**src/design/dtpb_pkg.sv**
```systemverilog
// Types and constants shared by the drop-tail packet buffer control and top modules.
// No dependencies.
`default_nettype none

package dtpb_pkg;

    localparam int BUF_SIZE_W   = 7;
    localparam int ARRIVAL_W    = 32;
    localparam int PROCESS_W    = 16;
    localparam int START_W      = 32;

    localparam logic [BUF_SIZE_W-1:0] BUF_SIZE_RESET = 7'd64;

    typedef enum logic [1:0] {
        ST_IDLE,
        ST_CHECK,
        ST_LOAD
    } state_t;

    typedef struct packed {
        logic               dropped;
        logic [START_W-1:0] start_tick;
    } result_t;

endpackage

`default_nettype wire

```
**src/design/dtpb_ram.sv**
```systemverilog
// Generic single-port-write, single-port-read RAM with registered read data.
// No dependencies.
`default_nettype none

module dtpb_ram #(
    parameter int WIDTH = 32,
    parameter int DEPTH = 64,
    parameter int ADDR_W = (DEPTH > 1) ? $clog2(DEPTH) : 1
) (
    input  wire logic              clk,
    input  wire logic              we,
    input  wire logic [ADDR_W-1:0] waddr,
    input  wire logic [WIDTH-1:0]  wdata,
    input  wire logic [ADDR_W-1:0] raddr,
    output logic      [WIDTH-1:0]  rdata
);

    logic [WIDTH-1:0] mem [DEPTH];

    always_ff @(posedge clk) begin
        if (we) begin
            mem[waddr] <= wdata;
        end
        rdata <= mem[raddr];
    end

endmodule

`default_nettype wire

```
**src/design/dtpb_ctrl.sv**
```systemverilog
// Queue control: retires due finish times, decides accept or drop, pushes finish times.
// Depends on dtpb_pkg; drives the finish-time RAM (dtpb_ram) ports.
`default_nettype none

module dtpb_ctrl #(
    parameter int MAX_DEPTH = 64,
    parameter int TIME_BITS = 32,
    parameter int IDX_W = (MAX_DEPTH > 1) ? $clog2(MAX_DEPTH) : 1
) (
    input  wire logic                              clk,
    input  wire logic                              rstn,
    input  wire logic                              in_valid,
    output logic                                   in_ready,
    input  wire logic [dtpb_pkg::ARRIVAL_W-1:0]    arrive_tick,
    input  wire logic [dtpb_pkg::PROCESS_W-1:0]    service_ticks,
    input  wire logic [dtpb_pkg::BUF_SIZE_W-1:0]   buffer_size,
    input  wire logic                              out_free,
    output logic                                   res_load,
    output dtpb_pkg::result_t                      res,
    output logic                                   ram_we,
    output logic      [IDX_W-1:0]                  ram_waddr,
    output logic      [TIME_BITS-1:0]              ram_wdata,
    output logic      [IDX_W-1:0]                  ram_raddr,
    input  wire logic [TIME_BITS-1:0]              ram_rdata
);

    import dtpb_pkg::*;

    localparam int OCC_W = $clog2(MAX_DEPTH + 1);
    localparam int CMP_W = (OCC_W > BUF_SIZE_W) ? OCC_W : BUF_SIZE_W;
    localparam int SUM_W = IDX_W + 1;

    state_t                 state_reg, state_next;
    logic [IDX_W-1:0]       head_reg, head_next;
    logic [OCC_W-1:0]       occ_reg, occ_next;
    logic [TIME_BITS-1:0]   arrival_reg, arrival_next;
    logic [PROCESS_W-1:0]   service_reg, service_next;
    logic [TIME_BITS-1:0]   head_val_reg, head_val_next;
    logic [TIME_BITS-1:0]   tail_val_reg, tail_val_next;

    logic                   head_due;
    logic                   full;
    logic                   pop;
    logic                   finish_item;
    logic                   push;
    logic [CMP_W-1:0]       capacity;
    logic [TIME_BITS-1:0]   start;
    logic [TIME_BITS:0]     sum;
    logic [TIME_BITS-1:0]   finish;
    logic [SUM_W-1:0]       head_inc_sum;
    logic [SUM_W-1:0]       push_sum;
    logic [IDX_W-1:0]       head_inc;
    logic [IDX_W-1:0]       push_slot;

    // Datapath
    always_comb begin
        head_due = (occ_reg != '0) && (head_val_reg <= arrival_reg);
        capacity = (CMP_W'(buffer_size) > CMP_W'(MAX_DEPTH)) ? CMP_W'(MAX_DEPTH)
                                                              : CMP_W'(buffer_size);
        full     = CMP_W'(occ_reg) >= capacity;
        start    = (occ_reg != '0) ? tail_val_reg : arrival_reg;
        sum      = {1'b0, start} + (TIME_BITS + 1)'(service_reg);
        finish   = sum[TIME_BITS] ? '1 : sum[TIME_BITS-1:0];

        head_inc_sum = SUM_W'(head_reg) + SUM_W'(1);
        head_inc     = (head_inc_sum >= SUM_W'(MAX_DEPTH))
                       ? IDX_W'(head_inc_sum - SUM_W'(MAX_DEPTH)) : IDX_W'(head_inc_sum);
        push_sum     = SUM_W'(head_reg) + SUM_W'(occ_reg);
        push_slot    = (push_sum >= SUM_W'(MAX_DEPTH))
                       ? IDX_W'(push_sum - SUM_W'(MAX_DEPTH)) : IDX_W'(push_sum);
    end

    // Next state
    always_comb begin
        state_next = state_reg;
        unique case (state_reg)
            ST_IDLE: begin
                if (in_valid) begin
                    state_next = ST_CHECK;
                end
            end
            ST_CHECK: begin
                if (head_due) begin
                    state_next = (occ_reg > OCC_W'(1)) ? ST_LOAD : ST_CHECK;
                end else if (out_free) begin
                    state_next = ST_IDLE;
                end
            end
            ST_LOAD: begin
                state_next = ST_CHECK;
            end
            default: begin
                state_next = ST_IDLE;
            end
        endcase
    end

    // Outputs
    always_comb begin
        in_ready    = 1'b0;
        pop         = 1'b0;
        finish_item = 1'b0;
        unique case (state_reg)
            ST_IDLE: begin
                in_ready = 1'b1;
            end
            ST_CHECK: begin
                pop         = head_due;
                finish_item = !head_due && out_free;
            end
            ST_LOAD: begin
            end
            default: begin
            end
        endcase
        push           = finish_item && !full;
        res_load       = finish_item;
        res.dropped    = full;
        res.start_tick = full ? '0 : START_W'(start);
        ram_we         = push;
        ram_waddr      = push_slot;
        ram_wdata      = finish;
        ram_raddr      = head_inc;
    end

    // Register updates
    always_comb begin
        head_next     = head_reg;
        occ_next      = occ_reg;
        arrival_next  = arrival_reg;
        service_next  = service_reg;
        head_val_next = head_val_reg;
        tail_val_next = tail_val_reg;
        if (in_ready && in_valid) begin
            arrival_next = TIME_BITS'(arrive_tick);
            service_next = service_ticks;
        end
        if (pop) begin
            head_next = head_inc;
            occ_next  = occ_reg - OCC_W'(1);
        end
        if (state_reg == ST_LOAD) begin
            head_val_next = ram_rdata;
        end
        if (push) begin
            occ_next      = occ_reg + OCC_W'(1);
            tail_val_next = finish;
            if (occ_reg == '0) begin
                head_val_next = finish;
            end
        end
    end

    always_ff @(posedge clk) begin
        if (!rstn) begin
            state_reg <= ST_IDLE;
            head_reg  <= '0;
            occ_reg   <= '0;
        end else begin
            state_reg <= state_next;
            head_reg  <= head_next;
            occ_reg   <= occ_next;
        end
        arrival_reg  <= arrival_next;
        service_reg  <= service_next;
        head_val_reg <= head_val_next;
        tail_val_reg <= tail_val_next;
    end

    a_occ_bound: assert property (@(posedge clk) disable iff (!rstn)
        occ_reg <= OCC_W'(MAX_DEPTH))
        else $error("occupancy above depth");

    a_push_count: assert property (@(posedge clk) disable iff (!rstn)
        ram_we |=> occ_reg == $past(occ_reg) + OCC_W'(1))
        else $error("push did not advance occupancy");

    a_pop_count: assert property (@(posedge clk) disable iff (!rstn)
        pop |=> occ_reg == $past(occ_reg) - OCC_W'(1))
        else $error("retire did not reduce occupancy");

    a_load_after_check: assert property (@(posedge clk) disable iff (!rstn)
        (state_reg == ST_LOAD) |-> ($past(state_reg) == ST_CHECK && $past(pop)))
        else $error("head load without retire");

endmodule

`default_nettype wire

```
**src/design/drop_tail_packet_buffer.sv**
```systemverilog
// Drop-tail packet buffer: single-server queue with bounded capacity.
//
// Channels: s_ carries one packet per item (arrival tick, service ticks); m_ returns one
// result per item (dropped flag, service start tick). cfg_ writes buffer_size, the number
// of packets held including the one in service, clamped to MAX_DEPTH; 0 drops everything.
// Write it only while the block is idle. cfg_ready is always high.
// Queued finish ticks live in a MAX_DEPTH-entry RAM; the newest and oldest finish ticks
// are also held in registers, so only retiring needs RAM reads.
// Sequence: an item is accepted, then decided; before the decision each due entry is retired
// by a head compare and then a RAM read of the next head, with no read for the retire that
// empties the queue. The decision loads the result into the output register; the next item
// is accepted only after that, so one packet is handled at a time.
// If the receiver stalls, the decision waits until the output register is free, and the
// item already there stays on m_ unchanged.
// Reset (aresetn low, synchronous) empties the queue, clears the output valid flag and
// sets buffer_size to 64. The RAM needs no clearing pass.
// Depends on dtpb_pkg, dtpb_ram, dtpb_ctrl.
`default_nettype none

module drop_tail_packet_buffer #(
    parameter int MAX_DEPTH = 64,
    parameter int TIME_BITS = 32
) (
    input  wire logic                             aclk,
    input  wire logic                             aresetn,
    input  wire logic                             cfg_valid,
    output logic                                  cfg_ready,
    input  wire logic [dtpb_pkg::BUF_SIZE_W-1:0]  cfg_data,
    input  wire logic                             s_valid,
    output logic                                  s_ready,
    input  wire logic [dtpb_pkg::ARRIVAL_W-1:0]   s_arrive_tick,
    input  wire logic [dtpb_pkg::PROCESS_W-1:0]   s_service_ticks,
    output logic                                  m_valid,
    input  wire logic                             m_ready,
    output logic                                  m_dropped,
    output logic      [dtpb_pkg::START_W-1:0]     m_start_tick
);

    import dtpb_pkg::*;

    localparam int IDX_W = (MAX_DEPTH > 1) ? $clog2(MAX_DEPTH) : 1;

    logic [BUF_SIZE_W-1:0]  buf_size_reg, buf_size_next;
    logic                   m_valid_reg, m_valid_next;
    result_t                res_reg, res_next;

    logic                   out_free;
    logic                   res_load;
    result_t                res;
    logic                   ram_we;
    logic [IDX_W-1:0]       ram_waddr;
    logic [TIME_BITS-1:0]   ram_wdata;
    logic [IDX_W-1:0]       ram_raddr;
    logic [TIME_BITS-1:0]   ram_rdata;

    assign cfg_ready = 1'b1;
    assign out_free  = !m_valid_reg || m_ready;

    dtpb_ctrl #(
        .MAX_DEPTH (MAX_DEPTH),
        .TIME_BITS (TIME_BITS)
    ) u_ctrl (
        .clk           (aclk),
        .rstn          (aresetn),
        .in_valid      (s_valid),
        .in_ready      (s_ready),
        .arrive_tick   (s_arrive_tick),
        .service_ticks (s_service_ticks),
        .buffer_size   (buf_size_reg),
        .out_free      (out_free),
        .res_load      (res_load),
        .res           (res),
        .ram_we        (ram_we),
        .ram_waddr     (ram_waddr),
        .ram_wdata     (ram_wdata),
        .ram_raddr     (ram_raddr),
        .ram_rdata     (ram_rdata)
    );

    dtpb_ram #(
        .WIDTH (TIME_BITS),
        .DEPTH (MAX_DEPTH)
    ) u_finish_ram (
        .clk   (aclk),
        .we    (ram_we),
        .waddr (ram_waddr),
        .wdata (ram_wdata),
        .raddr (ram_raddr),
        .rdata (ram_rdata)
    );

    always_comb begin
        buf_size_next = buf_size_reg;
        m_valid_next  = m_valid_reg;
        res_next      = res_reg;
        if (cfg_valid) begin
            buf_size_next = cfg_data;
        end
        if (m_valid_reg && m_ready) begin
            m_valid_next = 1'b0;
        end
        if (res_load) begin
            m_valid_next = 1'b1;
            res_next     = res;
        end
    end

    always_ff @(posedge aclk) begin
        if (!aresetn) begin
            buf_size_reg <= BUF_SIZE_RESET;
            m_valid_reg  <= 1'b0;
        end else begin
            buf_size_reg <= buf_size_next;
            m_valid_reg  <= m_valid_next;
        end
        res_reg <= res_next;
    end

    assign m_valid      = m_valid_reg;
    assign m_dropped    = res_reg.dropped;
    assign m_start_tick = res_reg.start_tick;

endmodule

`default_nettype wire
```
**config.mk**
```make
export PLATFORM = sky130hd
export DESIGN_NAME = drop_tail_packet_buffer
export DESIGN_NICKNAME = d
export VERILOG_FILES = /design/src/design/dtpb_pkg.sv /design/src/design/dtpb_ram.sv /design/src/design/dtpb_ctrl.sv /design/src/design/drop_tail_packet_buffer.sv
export SDC_FILE = /design/constraint.sdc
export NUM_CORES = 2
export LEC_CHECK = 0
export BUFFER_PORTS_ARGS = -buffer_cell sky130_fd_sc_hd__buf_2
export CAP_MARGIN = 10
export CORE_MARGIN = 2
export CORE_UTILIZATION = 55
export DETAILED_ROUTE_END_ITERATION = 16
export HOLD_SLACK_MARGIN = 0.1
export PLACE_DENSITY_LB_ADDON = 0.15
export RECOVER_POWER = 100
export SLEW_MARGIN = 5
export SYNTH_ARGS = -nofsm -noshare
export SYNTH_HDL_FRONTEND = slang
export SYNTH_HIERARCHICAL = 1
export SYNTH_SLANG_ARGS = --single-unit
```
**constraint.sdc**
```tcl
create_clock -name aclk -period 7.13 [get_ports aclk]
set_input_delay 0.713 -clock aclk [delete_from_list [all_inputs] [get_ports aclk]]
set_output_delay 0.713 -clock aclk [all_outputs]
set_load 0.1 [all_outputs]
```
==> summary.md <==
| Metric | Value |
|---|---|
| Status | `finished with violations` |
| Failing checks | `capacitance limit, slew limit` |
| Final-layout fill cell count | `10800` |
| Distinct cell type count after synthesis | `77` |
| Die Height | `404 um` |
| Seq pwr share | `0.489` |
| Sequential standard cell area | `0.0666 sq mm` |
| Routability cong. | `0.886` |
| CP arrival | `7.17 ns` |
| Max-cap check violation count | `13` |
| Most frequent cells in the layout | `2161 x edfxtp_1, 544 x mux4_2, 222 x clkbuf_16` |
| FFs w/ async S/R, synth | `0` |
| I/O pin total | `96` |
| Global route overflow | `0` |
| Final Hold Viols | `0` |
| Largest delay share family, worst path | `buffers and inverters` |
| PwrDens | `437 mW/mm^2` |
| Die width | `404 um` |
| Leading area contributor after synthesis | `edfxtp_1` |
| Routed wl met2 | `107 mm` |
| Number of CTS-inserted buffers | `217` |
| Number of iterations in the first detailed-routing pass | `7` |
| Largest Register | `u_finish_ram/mem` |
| Unrepaired setup endpoints after global routing | `no` |
| Final Skew | `0.0338 ns` |
| Net Count, Synth | `4368` |
| CTS tree | `built` |
| Placed cell count | `6341` |
| # DRC | `0` |
| Place WS | `1.08 ns` |
| Routed WL | `231 mm` |
| # resized after CTS | `0` |
| Share of cells above drive strength 1 | `0.244` |
| Switching Fraction | `0.320` |
| Total die area | `0.163 sq mm` |
| P_leak | `31.6 nW` |
| Worst Setup Path Type | `register to register` |
| Layout area overhead | `12.6%` |
| Max Used Layer | `met5` |
| Syn Area/Cell | `20.7 sq um` |
| Footprint of the multi-input gates | `0.0205 sq mm` |
| First-pass GRT wire length | `327 mm` |
| Hold Path Class | `input port to register` |
| Setup crit end kind | `register` |
| Initial DRC Count | `6304` |
| Minimum clock period | `6.48 ns` |
| Number of nets still failing antenna checks after routing | `0` |
| Largest net degree at the start of global routing | `118` |
| Vias in the first global route | `43900` |
| Least-Margin Pin Slew | `3.26 ns` |
| Max reg flops | `2048` |
| Yosys warning count | `6` |
| Largest stage delay, worst path | `2.11 ns` |
| CP max FO | `117` |
| Crit path cell chain | `ha_1, clkbuf_4, nor2_1, clkbuf_2, a22oi_1, and3_1, o32ai_1, nor3_1` |
| Routed length per instance | `33.9 um` |
| Hold_ws | `0.154 ns` |
| Most common cell after layout, fill and taps aside | `edfxtp_1` |
| Number of synthesized flops with an enable pin | `2161` |
| Tcrit/Tclk final | `0.908` |
| Initial Util | `0.554` |
| Sink Count | `2248` |
| R2R setup slack | `0.65 ns` |
| Max Clk Rate | `154 MHz` |
| Worst skew pair latency | `0.85 ns` |
| Total chip power | `43.2 mW` |
| Post-CTS Repair Setup Buffers | `0` |
| Seq/Total Area, Yosys | `0.758` |
| Gate Count Post-Synth | `4241` |
| Nets | `4666` |
| Rows | `146` |
| Fin cells | `6798` |
| Setup TNS Final | `0 ns` |
| Fin util | `0.624` |
| CTS Hold Bufs | `50` |
| P_sw | `13.8 mW` |
| Met1 WL | `91.4 mm` |
| Root buffer cell | `clkbuf_16` |
| Synth top area cells | `edfxtp_1 74%, mux4_2 14%, dfxtp_1 2.0%, mux2i_1 1.4%, ha_1 0.93%` |
| Slew HR | `-1.17` |
| Cell area after layout | `0.0990 sq mm` |
| Buf/Inv on CP | `2` |
| Peak VDD IR | `447 uV` |
| Max Slew Vio Count | `546` |
| Synthesized flop and latch total | `2248` |
| IO Port Bufs | `94` |
| CP max stage cell | `ha_1` |
| Clk pwr share | `0.258` |
| Logic gate share of total power | `0.253` |
| Placed Area | `0.0919 sq mm` |
| Share of the synthesized area in the top cell type | `0.738` |
| Final setup viols | `0` |
| Dpl hpwl | `134 mm` |
| Via density | `6.59` |
| Core Area | `0.159 sq mm` |
| Main synth FF type | `edfxtp_1` |
| CP startpoint kind | `register` |
| CTS H-tree lvls | `4` |
| Crit path required time | `7.82 ns` |
| Cell area after synthesis | `0.0879 sq mm` |
| Clock Tree Buf Depth | `3` |
| Clk slew on worst S/H paths | `0.06 ns` |
| DR vias | `44800` |
| Internal | `29.4 mW` |
| All-Layer GR Usage | `0.286` |
| Initial antenna violation count | `12` |
| Met3 routed WL | `24.5 mm` |
| Setup ws final | `0.654 ns` |
==> per-layer routing <==
metal  track usage  up-vias
met4        0.0931        2
met5             0        -
met3        0.0642      348
met2         0.437     2446
met1         0.416    23700
li1              -    18200
==> layout make-up <==
class	instances	area share
multi-input cells	1714	0.208
clock inverters	121	0.0107
flip-flops and latches	2248	0.673
repair buffers	305	0.0210
clock buffers	281	0.0592
inverters	53	0.00209
diodes	4	0.000101
well taps	2072	0.0262
==> synth_stat cells (23+ instances only) <==
cell / instances
a211oi_1: 28
a21oi_1: 121
a31oi_1: 31
buf_1: 23
buf_2: 59
buf_4: 29
clkbuf_1: 103
dfxtp_1: 87
edfxtp_1: 2161
ha_1: 65
inv_1: 53
mux2i_1: 124
mux4_2: 544
nand2_1: 113
nand3_1: 23
nor2_1: 191
nor2b_1: 67
nor3_1: 27
o21ai_0: 36
o221ai_1: 28
o22ai_1: 85
==> path summary, 6_finish.rpt <==
check                              from                     end  depth (start not counted)
hold / removal              cfg_data[4]         buf_size_reg[4]                          3
setup reg to reg     u_ctrl/head_reg[0]   u_finish_ram/rdata[8]                          8
setup / recovery     u_ctrl/head_reg[0]   u_finish_ram/rdata[8]                          8
hold reg to reg   u_finish_ram/rdata[6]  u_ctrl/head_val_reg[6]                          2
==> logic make-up after synthesis <==
family / share of synthesized area
XOR/XNOR: 0.00339
other: 0.0000427
AND/OR/NAND/NOR: 0.0285
adder cells (fa/ha/maj): 0.00971
flip-flops: 0.758
AO/OA/AOI/OAI: 0.0317
buffers and inverters: 0.0150
multiplexers: 0.154
==> worst reg2reg max path: stages, from the launching register on <==
cell	delay (ns)
dfxtp_1	0.41
ha_1	2.11
clkbuf_4	1.83
nor2_1	0.42
clkbuf_2	0.48
a22oi_1	0.27
and3_1	0.18
o32ai_1	0.19
nor3_1	0.44
==> power groups by stage <==
stage	sequential [mW]	combinational [mW]	clock (mW)
floorplan	21.8	5.66	0
global placement	21.3	10.7	0
detailed placement	21.4	11.0	0
CTS	21.1	11.0	11.3
global route	21.2	11.8	11.8
finish	21.1	10.9	11.2
No activity file was read; power rests on OpenSTA's default activity.
